$ cat src/rtl/core/brcfp_pkg.sv
// Shared constants and types of the byte ring to CAN frame packer.
`default_nettype none

package brcfp_pkg;

   localparam int RING_DEPTH_DEF  = 1024;
   localparam int FRAME_BYTES_DEF = 8;

   localparam int ID_W       = 11;
   localparam int REQ_ID_W   = 16;
   localparam int REQ_DATA_W = 48;
   localparam int RSP_DATA_W = 104;

   localparam logic [ID_W-1:0]     BOOT_RX_ID = 11'd256;
   localparam logic [ID_W-1:0]     BOOT_TX_ID = 11'd257;
   localparam logic [REQ_ID_W-1:0] ID_LIMIT   = 16'h07FF;
   localparam logic [3:0]          FRAME_LEN_MAX = 4'd8;

   localparam logic [1:0] ACT_PUSH   = 2'd0;
   localparam logic [1:0] ACT_POLL   = 2'd1;
   localparam logic [1:0] ACT_SET_ID = 2'd2;

   localparam logic CSR_BOOT_RX = 1'b0;
   localparam logic CSR_BOOT_TX = 1'b1;

   typedef struct packed {
      logic            accepted;
      logic            frame_valid;
      logic [ID_W-1:0] frame_id;
      logic [3:0]      frame_length;
      logic [63:0]     frame_data;
      logic [ID_W-1:0] shown_receive_id;
      logic [ID_W-1:0] shown_transmit_id;
   } rsp_type;

endpackage

`default_nettype wire

$ cat src/rtl/core/brcfp_ctrl.sv
// Sequencer: ring pointers, identifier state and frame gathering.
`default_nettype none

module brcfp_ctrl #(
   parameter int RING_DEPTH  = 1024,
   parameter int FRAME_BYTES = 8
) (
   input  logic                               clock,
   input  logic                               reset,
   input  logic                               req_valid,
   output logic                               req_ready,
   input  logic [1:0]                         req_action,
   input  logic [7:0]                         req_byte,
   input  logic [brcfp_pkg::REQ_ID_W-1:0]     req_rx_id,
   input  logic [brcfp_pkg::REQ_ID_W-1:0]     req_tx_id,
   input  logic                               req_sink,
   input  logic                               csr_we,
   input  logic                               csr_addr,
   input  logic [brcfp_pkg::ID_W-1:0]         csr_wdata,
   input  logic                               out_free,
   output logic                               res_valid,
   output brcfp_pkg::rsp_type                 res,
   output logic                               mem_en,
   output logic                               mem_we,
   output logic [$clog2(RING_DEPTH)-1:0]      mem_addr,
   output logic [7:0]                         mem_wdata,
   input  logic [7:0]                         mem_rdata
);

   import brcfp_pkg::*;

   localparam int PTR_W = $clog2(RING_DEPTH);

   typedef enum logic [1:0] {S_IDLE, S_EXEC, S_READ, S_FIN} state_type;

   state_type           state_ff;
   logic [PTR_W-1:0]    wp_ff, rp_ff, cursor_ff;
   logic [PTR_W-1:0]    wp_in, cursor_in;
   logic [3:0]          issued_ff, recvd_ff;
   logic                pend_ff;
   logic [1:0]          act_ff;
   logic [7:0]          byte_ff;
   logic [REQ_ID_W-1:0] rxq_ff, txq_ff;
   logic                sink_ff;
   logic [ID_W-1:0]     act_rx_ff, act_tx_ff, wait_rx_ff, wait_tx_ff;
   logic                chg_ff;
   logic                acc_ff, fv_ff;
   logic [ID_W-1:0]     fid_ff;
   logic [3:0]          flen_ff;
   logic [63:0]         fdata_ff;
   logic                ring_full, ring_empty, id_ok, issue, do_push;

   always_comb begin
      wp_in      = (wp_ff == PTR_W'(RING_DEPTH - 1)) ? '0 : wp_ff + 1'b1;
      cursor_in  = (cursor_ff == PTR_W'(RING_DEPTH - 1)) ? '0 : cursor_ff + 1'b1;
      ring_full  = (wp_in == rp_ff);
      ring_empty = (rp_ff == wp_ff);
      id_ok      = (rxq_ff <= ID_LIMIT) && (txq_ff <= ID_LIMIT) && (rxq_ff != txq_ff);
      issue      = (state_ff == S_READ) && (cursor_ff != wp_ff)
                   && (issued_ff < 4'(FRAME_BYTES));
      do_push    = (state_ff == S_EXEC) && (act_ff == ACT_PUSH) && !ring_full;
   end

   assign mem_en    = do_push | issue;
   assign mem_we    = do_push;
   assign mem_addr  = do_push ? wp_ff : cursor_ff;
   assign mem_wdata = byte_ff;

   assign req_ready = (state_ff == S_IDLE);
   assign res_valid = (state_ff == S_FIN) && out_free;

   always_comb begin
      res.accepted          = acc_ff;
      res.frame_valid       = fv_ff;
      res.frame_id          = fid_ff;
      res.frame_length      = flen_ff;
      res.frame_data        = fdata_ff;
      res.shown_receive_id  = chg_ff ? wait_rx_ff : act_rx_ff;
      res.shown_transmit_id = chg_ff ? wait_tx_ff : act_tx_ff;
   end

   always_ff @(posedge clock) begin
      if (reset) begin
         state_ff   <= S_IDLE;
         wp_ff      <= '0;
         rp_ff      <= '0;
         pend_ff    <= 1'b0;
         chg_ff     <= 1'b0;
         act_rx_ff  <= BOOT_RX_ID;
         act_tx_ff  <= BOOT_TX_ID;
         wait_rx_ff <= BOOT_RX_ID;
         wait_tx_ff <= BOOT_TX_ID;
      end else begin
         case (state_ff)
            S_IDLE: begin
               if (req_valid) begin
                  act_ff   <= req_action;
                  byte_ff  <= req_byte;
                  rxq_ff   <= req_rx_id;
                  txq_ff   <= req_tx_id;
                  sink_ff  <= req_sink;
                  state_ff <= S_EXEC;
               end
            end
            S_EXEC: begin
               acc_ff    <= 1'b0;
               fv_ff     <= 1'b0;
               fid_ff    <= '0;
               flen_ff   <= '0;
               fdata_ff  <= '0;
               issued_ff <= '0;
               recvd_ff  <= '0;
               pend_ff   <= 1'b0;
               cursor_ff <= rp_ff;
               state_ff  <= S_FIN;
               case (act_ff)
                  ACT_PUSH: begin
                     if (!ring_full) begin
                        wp_ff  <= wp_in;
                        acc_ff <= 1'b1;
                     end
                  end
                  ACT_POLL: begin
                     if (ring_empty) begin
                        if (chg_ff) begin
                           act_rx_ff <= wait_rx_ff;
                           act_tx_ff <= wait_tx_ff;
                           chg_ff    <= 1'b0;
                        end
                     end else begin
                        fv_ff    <= 1'b1;
                        fid_ff   <= act_tx_ff;
                        state_ff <= S_READ;
                     end
                  end
                  ACT_SET_ID: begin
                     if (id_ok) begin
                        wait_rx_ff <= rxq_ff[ID_W-1:0];
                        wait_tx_ff <= txq_ff[ID_W-1:0];
                        chg_ff     <= 1'b1;
                        acc_ff     <= 1'b1;
                     end
                  end
                  default: begin
                  end
               endcase
            end
            S_READ: begin
               pend_ff <= issue;
               if (issue) begin
                  cursor_ff <= cursor_in;
                  issued_ff <= issued_ff + 1'b1;
               end
               if (pend_ff) begin
                  fdata_ff[{recvd_ff[2:0], 3'b000} +: 8] <= mem_rdata;
                  recvd_ff <= recvd_ff + 1'b1;
               end
               if (!issue && !pend_ff) begin
                  flen_ff <= issued_ff;
                  if (sink_ff) begin
                     rp_ff <= cursor_ff;
                  end
                  state_ff <= S_FIN;
               end
            end
            S_FIN: begin
               if (out_free) begin
                  state_ff <= S_IDLE;
               end
            end
            default: begin
               state_ff <= S_IDLE;
            end
         endcase
         if (csr_we) begin
            case (csr_addr)
               CSR_BOOT_RX: begin
                  act_rx_ff  <= csr_wdata;
                  wait_rx_ff <= csr_wdata;
               end
               CSR_BOOT_TX: begin
                  act_tx_ff  <= csr_wdata;
                  wait_tx_ff <= csr_wdata;
               end
               default: begin
               end
            endcase
         end
      end
   end

endmodule

`default_nettype wire

$ cat config.mk
export PLATFORM = sky130hd
export DESIGN_NAME = brcfp_ctrl
export DESIGN_NICKNAME = d
export VERILOG_FILES = /design/src/rtl/core/brcfp_pkg.sv /design/src/rtl/core/brcfp_ctrl.sv
export SDC_FILE = /design/constraint.sdc
export NUM_CORES = 1
export LEC_CHECK = 0
export BUFFER_PORTS_ARGS = -buffer_cell sky130_fd_sc_hd__buf_2
export CAP_MARGIN = 20
export CELL_PAD_IN_SITES_DETAIL_PLACEMENT = 1
export CELL_PAD_IN_SITES_GLOBAL_PLACEMENT = 2
export CORE_UTILIZATION = 30
export DETAILED_ROUTE_END_ITERATION = 10
export PLACE_DENSITY = 0.77
export SLEW_MARGIN = 20
export SYNTH_ARGS = -nofsm -noshare
export SYNTH_HDL_FRONTEND = slang
export SYNTH_SLANG_ARGS = --single-unit
$ cat constraint.sdc
create_clock -name clock -period 7.1 [get_ports clock]
set_clock_uncertainty 0.1 [all_clocks]
set_input_delay 1.42 -clock clock [delete_from_list [all_inputs] [get_ports clock]]
set_output_delay 1.42 -clock clock [all_outputs]
set_load 0.005 [all_outputs]
# Word-level counts from Yosys, hierarchy flattened
# Index checks and enable logic that the tools add are counted.
# classes
n_eq_ne	18
addsub	5
shift	2
bitwise_logic	4
mux	50
n_reduce_logical	25
n_lt_le_gt_ge	3
# op_table
op	n
11-bit two-way mux	22
64-bit one-hot mux with 2 select lines	1
64-bit bitwise mux	1
64-bit two-way mux	1
8-bit by 8-bit variable shift with 64-bit output, first input constant	1
8-bit by 8-bit indexed part select with 64-bit output	1
10-bit two-way mux	4
16-bit by 11-bit less-or-equal comparator with 1-bit output, second input constant	2
4-bit one-hot mux with 2 select lines	3
3-bit AND reduction	7
10-bit by 1-bit adder with 10-bit output, second input constant	2
10-bit == test	2
10-bit == test, second input constant	2
10-bit one-hot mux with 2 select lines	1
16-bit != test	1
4-bit two-way mux	3
2-bit != test, second input constant	6
10-bit != test	1
4-bit by 1-bit adder with 4-bit output, second input constant	2
1-bit logical AND	8
6-bit negation with 8-bit output	1
2-bit one-hot mux with 4 select lines	1
1-bit two-way mux	7
2-bit == test, second input constant	3
13 further kinds	24
# totals
inputBits	68
word_cells	129
register_bits	210

# Logic depth before layout (Yosys ltp)
# Gate-level depths: netlist of the first run.
# depth
depth_word	8
depth_mapped	10
ltp_nobuf	8

# Worst setup path before layout of the first run
# OpenSTA, ideal clock, no wires.
# synth_timing
path_kind	input port to flip-flop
from	input port reset
to	register fdata_ff[0], enable pin
slack_ns	1.904
arrival_time_ns	4.602
path_stages	3
t_required_ns	6.507
path_cell_list	clkbuf_1 nand2b_1 nor2_1
# synth_between
elab_chain_len	2
# synth_rtl
item	line_no	text
start, declared	brcfp_ctrl.sv:9	input logic reset,
1-bit NOT (no source line)	-	
3-bit AND reduction (no source line)	-	
end signal, assigned by index	brcfp_ctrl.sv:155	fdata_ff[{recvd_ff[2:0], 3'b000} +: 8] <= mem_rdata;
end, declared	brcfp_ctrl.sv:50	logic [63:0] fdata_ff;
# No other way between the ends.
# A chain may end at the register's enable or synchronous reset.

# Final worst setup path of the first run
# layout_timing
from	register wp_ff[0]
to	output port mem_addr[0]
# layout_between
elab_chain_len	6
word_cells_on_any_way	7
cone_classes	1 x add/sub; 2 x eq/ne; 2 x mux; 2 x reduce/logical
# layout_rtl
item	line_no	text
start, declared	brcfp_ctrl.sv:37	logic [PTR_W-1:0] wp_ff, rp_ff, cursor_ff;
start signal, assigned	brcfp_ctrl.sv:119	wp_ff <= wp_in;
10-bit by 1-bit adder with 10-bit output or 10-bit == test (tied branches)	brcfp_ctrl.sv:54	wp_in = (wp_ff == PTR_W'(RING_DEPTH - 1)) ? '0 : wp_ff + 1'b1;
10-bit two-way mux	brcfp_ctrl.sv:54	
10-bit == test	brcfp_ctrl.sv:56	ring_full = (wp_in == rp_ff);
1-bit logical NOT	-	
1-bit logical AND	brcfp_ctrl.sv:61	do_push = (state_ff == S_EXEC) && (act_ff == ACT_PUSH) && !ring_full;
10-bit two-way mux *	brcfp_ctrl.sv:66	assign mem_addr = do_push ? wp_ff : cursor_ff;
end, declared	brcfp_ctrl.sv:25	output logic [$clog2(RING_DEPTH)-1:0] mem_addr,
# Mark *: on every way between the ends. The rest lies on a longest branch, timed or not.

==> results.md, run 1 <==
* Arr. time, crit path at 3.73 ns
* Clock slew at reported path FFs at 0.06 ns
* First-pass GRT wire length at 47200 um
* Via count at 7956
* Max-slew headroom at 32.6%
* # DRC at 0
* Initial core utilization at 30.6%
* TritonCTS clock tree: yes
* Area Overhead vs Synth at 19.9%
* Period utilization at 73.9%
* Share of power burned in registers at 42.9%
* Final ANT Viol Nets at 0
* Post-CTS Repair Setup Buffers at 0
* Final HPWL DP at 21500 um
* Final TNS setup at 0 ns
* Boundary pin count at 193
* Diodes inserted at 0
* Hold buffers post-CTS at 0
* Placed cells at 1568
* CP max FO at 15
* Switching part of the total power at 32.9%
* Post_cts resized at 0
* Final net count at 1222
* Rows at 68
* Post-synthesis async set-or-reset flop share at 0%
* Actual slew at the worst max-slew pin at 1.01 ns
* Startpoint types: flip-flop
* Clock Tree Root: clkbuf_16
* Most common cell after layout, fill and taps aside: buf_2
* Congestion Overflow GR at 0
* Clk_lat worst skew at 0.53 ns
* WP data required at 5.58 ns
* Number of port buffers at 192
* Drt initial violations at 467
* Unrepaired setup endpoints after global routing: no
* Total GRT Usage at 16.5%
* Initial antenna violation count at 0
* Endpoints failing setup at 0
* Synth Flop Type: edfxtp_1
* Vias in the first global route at 8176
* Die area at 36100 um2
* Max Slew Vio Count at 0
* Commonest cells after routing, fill and taps aside: buf_2 (192), edfxtp_1 (141), nand2_1 (108)
* CTS Buffer Depth at 3
* Worst hold path type: reg2reg
* Mapped cell area at 10600 um2
* Status: completed
* Nature of the critical path endpoint: output port
* Layout cells sized above 1 at 27.1%
* Clock power frac at 30.8%
* Post-synth EDFFs at 141
* YS warnings at 0
* Sequential fraction of the synthesis area at 52.7%
* Chip width at 190 um
* Net count after synthesis at 1066
* WL final at 30200 um
* Leakage power at 4.87 nW
* Pint at 2.82 mW
* Synth Register Bits at 209
* PwrDens at 330 nW/um2
* RePlAce Congestion at 0.813
* Total CTS buffers at 25
* DR WL/cell at 18.7 um
* Yosys cell types at 65
* Final Hold Viols at 0
* Routed vias/inst at 4.93
* Comb pwr share at 26.3%
* CTS H-tree lvls at 1
* Max-Cap Viols at 0
* CORE AREA at 34700 um2
* Mean Syn Cell Area at 10.8 um2
* Largest net degree at the start of global routing at 96
* Fmax at 191 MHz
* Die Ht at 190 um
* Non-Filler Instances at 1615
* Crit path kind: reg2out
* P_sw at 1.38 mW
* Post-Syn Instances at 985
* Clock sinks at 209
* Worst setup margin at 1.85 ns
* Setup slack at placement at 2.44 ns
* Final min period at 5.25 ns
* Router iterations before antenna repair at 4
* Worst VDD drop at 187 uV
==> power by group through the flow <==
stage | combinational, mW | sequential [mW] | clock (mW)
3_5_place_dp | 1.12 | 1.83 | 0
3_3_place_gp | 1.10 | 1.82 | 0
5_1_grt | 1.24 | 1.83 | 1.37
6_report | 1.11 | 1.80 | 1.30
4_1_cts | 1.12 | 1.81 | 1.34
2_1_floorplan | 0.711 | 1.77 | 0
==> routing by layer <==
metal | global-route usage (%) | share of wire, % | wire length (um)
met5 | 0 | 0 | 0
met4 | 3.78 | 1.8 | 550
met3 | 3.04 | 6.1 | 1850
met2 | 26.6 | 45 | 13600
met1 | 22.9 | 47 | 14200
==> logic make-up (layout without fill, tap and decap cells) <==
| kind of cell | count (synthesis) | count (layout) | share of synthesized area [%] |
|---|---|---|---|
| and+or+nand+nor | 357 | 357 | 17.4 |
| DFF | 209 | 209 | 52.7 |
| AOI/OAI and AO/OA | 156 | 156 | 9.58 |
| muxes | 104 | 104 | 10.5 |
| buffers and inverters | 95 | 270 | 4.05 |
| xor gates and xnor gates | 51 | 51 | 4.21 |
| adders and majority gates | 13 | 13 | 1.53 |
==> registers in the layout, summed over array words and instances, names as in the netlist, 2 cells and up <==
name        count
flen_ff         4
rxq_ff         16
wp_ff          10
txq_ff         16
cursor_ff      10
state_ff        2
recvd_ff        3
fdata_ff       64
act_tx_ff      11
act_rx_ff      11
mem_wdata       8
act_ff          2
fid_ff         11
wait_tx_ff     11
wait_rx_ff     11
issued_ff       4
rp_ff          10
==> cells in the mapped netlist, drive strengths merged (17+ instances only) <==
cell    instances  area share, %
xor2           17            1.4
a21oi          42            2.0
nand2         110            4.0
inv            20           0.71
nor2b          44            2.6
mux2           51            5.6
clkbuf         48            1.7
a21boi         49            3.5
edfxtp        141             40
xnor2          34            2.8
dfxtp          68             13
mux2i          53            5.0
nand3          61            2.9
nor2           44            1.6
o21ai          33            1.6
buf            27            1.6
and2           28            1.7
==> critical path, stage by stage, from the launching register on <==
cell and delay [ns]:
dfxtp_1 0.56, ha_1 0.39, and4_1 0.30, a21boi_1 0.10, or4b_1 0.50, a31oi_1 0.30, nand4_2 0.27, nand2_4 0.28
mux2_2 0.37, buf_2 0.13
==> metrics by stage <==
stage,power (mW),utilization [%],hold slack (ns),area (um2)
after floorplan,2.48,-,0.377,10600
after global placement,2.91,34.2,0.398,11900
after detailed placement,2.94,34.3,0.403,11900
after CTS,4.26,36.6,0.420,12700
after global routing,4.44,36.7,0.465,12700
final,4.20,36.7,0.414,12700
==> final cells by class <==
type                       count  area, um2
fill                        3897      22000
sequential                   209       5600
multi-input combinational    681       4610
timing repair buffer         204       1060
clock buffer                  31        658
tap                          455        569
clock inverter                15        158
inverter                      20       75.1
==> final timing paths <==
kind	from	slack (ns)	endpoint	cells past startpoint
max	wp_ff[0]$_SDFFE_PP0P_	1.85	mem_addr[0]	9
min	pend_ff$_SDFFE_PP0N_	0.41	pend_ff$_SDFFE_PP0N_	2
max reg2reg	wp_ff[0]$_SDFFE_PP0P_	3.94	wp_ff[2]$_SDFFE_PP0P_	8
min reg2reg	pend_ff$_SDFFE_PP0N_	0.41	pend_ff$_SDFFE_PP0N_	2
No activity file was read; power rests on OpenSTA's default activity.
==> inputs of run 2 (changes only) <==
PLACE_DENSITY = 0.79   (was 0.77)
clock period = 4.3 ns   (was 7.1 ns; I/O delays follow)
==> run 2 against run 1 <==
Sequential share of layout area hardly changed. Worst hold slack worse by 0.015 ns. Cell count up 0.50%. Largest cell class unchanged. Critical path type unchanged. Critical path depth is the same. Critical endpoint is now mem_addr[1].
==> results.md, run 2 (synthesis results as in run 1) <==
* Pwr Total at 6.81 mW
* Max reg flops at 64
* Unrepaired setup endpoints after global routing: no
* Final HPWL DP at 21500 um
* Placed inst area at 11900 um2
* Clock slew at reported path FFs at 0.06 ns
* Total GRT Usage at 16.5%
* Final min period at 4.14 ns
* Crit path kind: reg2out
* First-pass GRT wire length at 47000 um
* Congestion Overflow GR at 0
* Area Overhead vs Synth at 20.1%
* WL final at 30200 um
* Period utilization at 96.2%
* Max-slew headroom at 36.5%
* Number of port buffers at 192
* Via count at 8015
* CTS Buffer Depth at 3
* Diodes inserted at 0
* Max Slew Vio Count at 0
* Startpoint types: flip-flop
* Leakage power at 4.87 nW
* Boundary pin count at 193
* TritonCTS clock tree: yes
* Worst r2r dst: fdata_ff[43]$_SDFFCE_PP0P_
* Max-Cap Viols at 0
* Largest net degree at the start of global routing at 92
* Launch point of the worst reg-to-reg path: recvd_ff[0]$_SDFFCE_PP0P_
* Layout cells sized above 1 at 28.0%
* Fmax at 242 MHz
* Routed vias/inst at 4.94
* Final Cell Area at 12800 um2
* Status: completed
* Actual slew at the worst max-slew pin at 0.948 ns
* RePlAce Congestion at 0.808
* Hold Path Origin: req_byte[1]
* Biggest regs: fdata_ff: 64 flops, rxq_ff: 16 flops, txq_ff: 16 flops
* Clock sinks at 209
* Chip width at 190 um
* WP data required at 3.34 ns
* Initial antenna violation count at 0
* Router iterations before antenna repair at 5
* Clk_lat worst skew at 0.53 ns
* Fillcell total at 3945
* CP max FO at 8
* Arr. time, crit path at 3.18 ns
* Die Ht at 190 um
* Clock Tree Root: clkbuf_16
* Nature of the critical path endpoint: output port
* Worst VDD drop at 348 uV
* CTS H-tree lvls at 1
* Hold EP: mem_wdata[1]$_DFFE_PP_
* Reg2reg setup slack at 1.46 ns
* Final Hold Viols at 0
* DR WL/cell at 18.6 um
* Min-Delay Path Depth at 1
* Most common cell after layout, fill and taps aside: buf_2
* Die area at 36100 um2
* # DRC at 0
* Endpoints failing setup at 0
* Reg2Reg Depth at 7
* Final net count at 1230
* CORE AREA at 34700 um2
* Most flop-heavy register: fdata_ff
* Worst hold path type: in2reg
* Initial core utilization at 30.6%
* Total CTS buffers at 25
* Commonest cells after routing, fill and taps aside: buf_2 (192), edfxtp_1 (141), nand2_1 (108)
* Final TNS setup at 0 ns
* PwrDens at 534 nW/um2
* Final ANT Viol Nets at 0
* Rows at 68
* Vias in the first global route at 8111
* Drt initial violations at 391
-- run 2: cell types whose count changed in the layout (fill, tap and decap cells not counted), sizes merged, moves of 2 or more --
cell	change
buf	+7
clkinv	+3
bufinv	-2
clkbuf	-2
clkinvlp	+2
-- run 2: worst max-delay path: stages (launching register included) --
cell	delay (ns)
dfxtp_1	0.34
ha_2	0.27
and4_1	0.28
a21boi_1	0.11
or4b_1	0.50
a31oi_2	0.28
nand4_4	0.20
nand2_4	0.18
mux2_2	0.36
buf_2	0.13
-- run 2: worst max path at each step --
stage / startpoint / endpoint / slack [ns] / cells after the start
6_report: wp_ff[0]$_SDFFE_PP0P_ / mem_addr[1] / 0.16 / 9
5_1_grt: wp_ff[1]$_SDFFE_PP0P_ / mem_addr[1] / 0.04 / 9
4_1_cts: wp_ff[0]$_SDFFE_PP0P_ / mem_addr[1] / 0.004 / 9
3_5_place_dp: wp_ff[0]$_SDFFE_PP0P_ / mem_addr[1] / 0.51 / 9
3_3_place_gp: wp_ff[2]$_SDFFE_PP0P_ / mem_addr[3] / 0.59 / 8
2_1_floorplan: reset / act_ff[0]$_DFFE_PP_ / 0.46 / 4
-- run 2: timing repair --
item | CTS | global route
gates cloned | 0 | 1
pin swaps | 1 | 2
endpoints found under the setup margin | 8 | 11
hold buffers | 0 | 0
resized for setup | 1 | 7
buffers inserted | 2 | 1
endpoints found under the hold margin | 0 | 0
-- run 2: per-stage QoR --
stage / utilization (%) / cells / worst slack [ns] / hold WS (ns)
floorplan: - / 985 / 0.460 / 0.377
global placement: 34.4 / 1573 / 0.593 / 0.396
detailed placement: 34.4 / 1573 / 0.510 / 0.403
CTS: 36.6 / 1621 / 0.00436 / 0.373
global route: 36.7 / 1623 / 0.0400 / 0.375
finish: 36.7 / 1623 / 0.165 / 0.399
-- run 2: cell type report --
class | count | area, um2 | share of cell area, %
Clock inverter | 17 | 118 | 0.922
Multi-Input combinational cell | 682 | 4650 | 36.4
Clock buffer | 29 | 641 | 5.02
Inverter | 20 | 75.1 | 0.589
Sequential cell | 209 | 5600 | 43.9
Timing Repair Buffer | 211 | 1100 | 8.65
Tap cell | 455 | 569 | 4.46
-- run 2: metal layers --
metal	wire [um]	up-vias	GRT usage, %
met1	14200	3916	22.9
met5	0	-	0
li1	-	3846	-
met4	553	0	3.57
met2	13700	221	26.5
met3	1720	32	3.14
-- run 2: power by group --
group	leakage [nW]	internal, mW	switching, mW
Sequential	1.88	2.68	0.297
Clock	0.365	1.13	0.869
Combinational	2.62	0.725	1.12
